## src/rtl/core/tffc_pkg.sv

```systemverilog
`default_nettype none
// ----------------------------------------------------------------------------
// tffc_pkg
// Shared types, codes and colour conversion helpers for the texel fetch block.
// ----------------------------------------------------------------------------
package tffc_pkg;

	localparam int TFFC_TMEM_BYTES_DEF = 4096;

	// configuration register indexes
	localparam logic [1:0] CFG_TILE_BASE     = 2'd0;
	localparam logic [1:0] CFG_TILE_STRIDE   = 2'd1;
	localparam logic [1:0] CFG_TILE_FORMAT   = 2'd2;
	localparam logic [1:0] CFG_DEFAULT_COLOR = 2'd3;

	// tile format codes
	localparam logic [4:0] FMT_RGBA16 = 5'd2;
	localparam logic [4:0] FMT_RGBA32 = 5'd3;
	localparam logic [4:0] FMT_CI4    = 5'd8;
	localparam logic [4:0] FMT_CI8    = 5'd9;
	localparam logic [4:0] FMT_IA4    = 5'd12;
	localparam logic [4:0] FMT_IA8    = 5'd13;
	localparam logic [4:0] FMT_I4     = 5'd16;
	localparam logic [4:0] FMT_I8     = 5'd17;

	// write sizes
	localparam logic [1:0] WSIZE_1 = 2'd0;
	localparam logic [1:0] WSIZE_2 = 2'd1;
	localparam logic [1:0] WSIZE_4 = 2'd2;

	// per-fetch control carried from the address stage to the converter
	typedef struct packed {
		logic [4:0] fmt;
		logic       s_odd;
	} tffc_fetch_t;

	// floor(v*255/31): reciprocal multiply, 255*ceil(2^20/31) folded into one constant
	function automatic logic [7:0] exp5(input logic [4:0] v);
		logic [31:0] p;
		p = 32'(v) * 32'd8625630;
		return p[27:20];
	endfunction

	// floor(v*255/7): 255*ceil(2^16/7)
	function automatic logic [7:0] exp3(input logic [2:0] v);
		logic [31:0] p;
		p = 32'(v) * 32'd2387565;
		return p[23:16];
	endfunction

	// floor(v*255/15) is exactly v*17
	function automatic logic [7:0] exp4(input logic [3:0] v);
		return {v, v};
	endfunction

	// floor(c*31/255): 31*ceil(2^24/255)
	function automatic logic [4:0] red5(input logic [7:0] c);
		logic [31:0] p;
		p = 32'(c) * 32'd2039614;
		return p[28:24];
	endfunction

	function automatic logic [15:0] pack16(input logic [31:0] c);
		return {red5(c[31:24]), red5(c[23:16]), red5(c[15:8]), 1'b0} | 16'(c[7:0] != 8'd0);
	endfunction

	function automatic logic [31:0] grey(input logic [7:0] i, input logic [7:0] a);
		return {i, i, i, a};
	endfunction

endpackage
`default_nettype wire

```

## src/rtl/core/tffc_conv.sv

```systemverilog
`default_nettype none
// ----------------------------------------------------------------------------
// tffc_conv
// Texel format decode and expansion to RGBA32.
// ----------------------------------------------------------------------------
module tffc_conv import tffc_pkg::*; (
	input  wire [31:0]  bytes,
	input  tffc_fetch_t fetch,
	input  wire [31:0]  default_color,
	output logic [31:0] color,
	output logic        unknown
);

	logic [15:0] v16;
	logic [3:0]  nib;

	assign v16 = bytes[15:0];
	// even s takes the high nibble
	assign nib = fetch.s_odd ? bytes[3:0] : bytes[7:4];

	always_comb begin
		unknown = 1'b0;
		case (fetch.fmt)
			FMT_RGBA16: color = {exp5(v16[15:11]), exp5(v16[10:6]), exp5(v16[5:1]),
				{8{v16[0]}}};
			FMT_RGBA32: color = bytes;
			FMT_IA4:    color = grey(exp3(nib[3:1]), {8{nib[0]}});
			FMT_IA8:    color = grey(exp4(bytes[7:4]), exp4(bytes[3:0]));
			FMT_CI4,
			FMT_I4:     color = grey(exp4(nib), 8'hFF);
			FMT_CI8,
			FMT_I8:     color = grey(bytes[7:0], 8'hFF);
			default: begin
				color   = default_color;
				unknown = 1'b1;
			end
		endcase
	end

endmodule
`default_nettype wire

```

## config.mk

```make
export PLATFORM = sky130hd
export DESIGN_NAME = tffc_conv
export DESIGN_NICKNAME = d
export VERILOG_FILES = /design/src/rtl/core/tffc_pkg.sv /design/src/rtl/core/tffc_conv.sv
export SDC_FILE = /design/constraint.sdc
export NUM_CORES = 1
export LEC_CHECK = 0
export ABC_AREA = 1
export BUFFER_PORTS_ARGS = -buffer_cell sky130_fd_sc_hd__buf_2
export CAP_MARGIN = 5
export CORE_MARGIN = 2
export CORE_UTILIZATION = 50
export DETAILED_ROUTE_END_ITERATION = 12
export PLACE_DENSITY_LB_ADDON = 0.1
export SYNTH_ARGS = -nofsm -noshare
export SYNTH_HDL_FRONTEND = slang
export SYNTH_SLANG_ARGS = --single-unit
```

## constraint.sdc

```tcl
create_clock -name vclk -period 5.05
set_input_delay 1.01 -clock vclk [all_inputs]
set_output_delay 1.01 -clock vclk [all_outputs]
set_load 0.01 [all_outputs]
```

Yosys cells after proc, flatten, opt, wreduce, memory -nomap -nowiden

Cells that the tools add are included.
Widths: inputs -> output; s select.

Register bits after elaboration: 0
Output and inout bits: 33
Logic and storage cells: 18
Input port bits: 70

Reductions and logical operators: 3
Multiply operators: 4
Mux-type cells: 3
Eq/ne operators: 8

Operator list:

| cell                  | number |
|---|---|
| $pmux 32 s6           | 1 |
| $mul 5x23->27 const B | 3 |
| $mul 3x22->24 const B | 1 |
| $eq 5x4->1 const B    | 4 |
| $eq 5x2->1 const B    | 2 |
| $eq 5x5->1 const B    | 2 |
| $reduce_or 8->1       | 1 |
| $mux 4                | 1 |
| $reduce_or 2->1       | 2 |
| $mux 1                | 1 |

Depth between registers and ports, before layout

Word-level depth: 3
Mapped depth: 20
Depth with buffers taken out: 19

Worst setup path before layout

No wires, ideal clock.

Kind: input port to output port
Start: in bytes[8]
End: out color[16]
Buffers on the path: 0
Data required time: 4.040 ns
Path slack: 0.283 ns
Data arrival time: 3.757 ns
Stages on the path: 15
Cell sequence: fa_1 -> fa_1 -> inv_1 -> fa_1 -> inv_1 -> ha_1 -> a21oi_1 -> nand2_1 -> nand2_1 -> nand2_1 -> nand2_1 -> nand3_1 -> nand2_1 -> nand3_1 -> a21oi_1

Longest elaborated chain between the ends: 2

RTL lines:

| item            | RTL line        | text |
|---|---|---|
| start, declared | tffc_conv.sv:7  | `input wire [31:0] bytes,` |
| $mul 5x23->27   | tffc_pkg.sv:40  | `p = 32'(v) * 32'd8625630;` |
| $pmux 32 s6     | tffc_conv.sv:23 | `case (fetch.fmt)` |
| end, declared   | tffc_conv.sv:10 | `output logic [31:0] color,` |

No other way between the ends.

Worst setup path after layout

Start: in bytes[13]
End: out color[24]

Same word-level chain as after synthesis.

==> summary.md <==
| Metric | Value |
|---|---|
| Status | finished, violations left |
| Failing checks | negative setup slack |
| Total design power | about 2.4 mW |
| Hold Path Sink | color[0] |
| Hold slack | ~2.3 ns |
| Main area contributors after synthesis | ha_1 21%, nand2_1 20%, fa_1 14% |
| Design Area, Final | between 9000 and 10000 sq um |
| Post-Syn Instances | roughly 1.2k |
| Sequential cells | 0 |
| Peak supply drop | between 0.0002 and 0.00025 V |
| Top cell type's share of synthesized area | about a fifth |
| Commonest non-fill, non-tap cell in the layout | nand2_1 |
| Dpl cells | 1540 |
| Post-route ant nets | 0 |
| Port bufs | 103 |
| Area delta synth->final | 38.83% |
| Initial antenna violation count | 0 |
| Fraction of power consumed by combinational cells | 100.0% |
| Post-layout net count | around 1.6k |
| Max Slew Vio Count | 0 |
| Synth area leader | ha_1 |
| Distinct cell type count after synthesis | 38 |
| Row count | 42 |
| Slowest stage delay, CP | between 0.5 and 0.6 ns |
| Max_slew headroom | about two fifths |
| Final hold violations | 0 |
| Area of the multi-input gates | 7052 sq um |
| CP Launch Type | input pin |
| Power Density | 255.4 nW/um^2 |
| Crit. End Element | output pin |
| Die W | 120.8 um |
| Arrival time worst endpoint | approximately 4.1 ns |
| Unrepaired setup endpoints after global routing | yes |
| Area after DPL | a little over 8000 sq um |
| Initial Util | about half |
| Worst Hold Depth | 4 |
| Total die area | about 15000 sq um |
| Largest net degree at the start of global routing | 26 |
| Detailed router's first-iteration violation count | roughly 600 |
| Place WS | -0.2509 ns |
| Grt ovf | 0 |
| First-pass GRT wire length | ~38 mm |
| Final WL | 25.00 mm |
| Filler-free cell count of the finished design | between 1.5k and 2k |
| Sequential fraction of the synthesis area | 0% |
| Via density | 5.426 |
| Syn_nets | 1408 |
| YS warnings | 0 |
| Via count of the first global-routing pass | just under 8k |
| Mapped Area | between 6000 and 7000 sq um |
| Fin crit share | 100.7% |
| Tot GR Track Use | 32.20% |
| Final Util | 71.26% |
| Worst-path cell chain | buf_2, buf_4, ha_1, inv_1, fa_2, inv_1, ha_1, ha_4, nand3_2, nor3_2, nand4_1, nand4_1, nand3_2, a21oi_2, buf_2 |
| Net Sw Power | 1.395 mW |
| Vias post-DR | ~8.4k |
| # DRC | 0 |
| Core Box Area | roughly 13000 sq um |
| Internal | 1.025 mW |
| Final WS setup | -0.03495 ns |
| IO Count | around 100 |
| Crit Path Class | in2out |
| Leakage | slightly above 5 nW |
| MaxCap Viol Count | 0 |
| TNS Setup | -0.06181 ns |
| Hold/Removal Path Class | in2out |
| # fillers | between 1k and 1.5k |
| Slowest cell on crit path | fa_2 |
| Clock buf count | 0 |
| WP data required | between 4 and 5 ns |
| Fmax | around 0.20 GHz |
| Tmin final | 5.085 ns |
| Syn_area_per_cell | 5.808 sq um |
| Sequential power share | 0% |
| Hold_sp | default_color[0] |
| Register area | 0 sq um |
| Layout cells sized above 1 | approximately 34% |
| # setup viols final | 3 |
| Dpl hpwl | ~20 mm |
| Slew @ Worst Pin | around 0.90 ns |
| Routability congestion estimate | roughly 1.1 |
| Power share of the clock group | 0% |
| Largest fanout on the critical path | 7 |
| Die Span Y | 120.8 um |
| Commonest non-fill, non-tap cells in the layout | 301 x nand2_1, 193 x inv_1, 100 x buf_4 |
| Switching share of power | 57.65% |
| WL/cell | roughly 16 um |
| First-pass DRT Iterations | 5 |
| Ant diodes | 0 |
-- timing repair --
item,CTS,global route
pin swaps,26,108
buffers inserted,2,6
gates resized for setup,64,218
gates cloned,0,0
hold buffers,0,0
endpoints found under the setup margin,23,24
-- kinds of logic (layout without fill, tap and decap cells) --
logic type               after synthesis  in the layout  synth area share [%]
buffers and inverters                240            435                 13.60
AO/OA/AOI/OAI                        116            116                 9.736
XOR/XNOR                               1              1                0.1284
AND/OR/NAND/NOR                      655            655                 41.47
adder cells (fa/ha/maj)              163            163                 35.06
-- power by group through the flow --
| stage | registers, mW | clock network (mW) | logic (mW) |
|---|---|---|---|
| 5_1_grt | 0 | 0 | 2.65 |
| 4_1_cts | 0 | 0 | 1.91 |
| 3_5_place_dp | 0 | 0 | 1.74 |
| 2_1_floorplan | 0 | 0 | 1.13 |
| 3_3_place_gp | 0 | 0 | 1.73 |
| 6_report | 0 | 0 | 2.42 |
-- critical path: cells and delay by family --
kind	cells	cell delay [ns]
adders and majority gates	4	1.49
and+or+nand+nor	5	0.79
buffers and inverters	5	0.57
AOI/OAI and AO/OA	1	0.22
-- metal layers --
layer / vias to the layer above / share of wire (%) / GRT usage, %
met5: - / 0 / 0
met4: 0 / 2.5 / 5.741
met3: 52 / 7.8 / 3.019
met2: 347 / 48 / 55.90
met1: 3852 / 42 / 43.70
li1: 4138 / - / -
-- synth_stat cells, drive strengths merged, types with 10 or more instances --
master and n:
nand2 360, o21bai 10, o21ai 29, nor2 127
a21oi 61, nor3 17, nand4 34, inv 230
ha 116, nand3 102, buf 10, fa 47
-- cell type report --
class	count	area share (%)
well taps	176	2.324
inverters	230	9.139
repair buffers	205	14.10
multi-input cells	935	74.43
-- how the worst max path moves through the flow --
stage / start / endpoint
4_1_cts: bytes[4] / color[14]
5_1_grt: bytes[13] / color[31]
3_5_place_dp: bytes[13] / color[24]
2_1_floorplan: bytes[8] / color[16]
6_report: bytes[13] / color[24]
3_3_place_gp: bytes[13] / color[24]
Note: power is estimated with default switching activity, not from simulation.
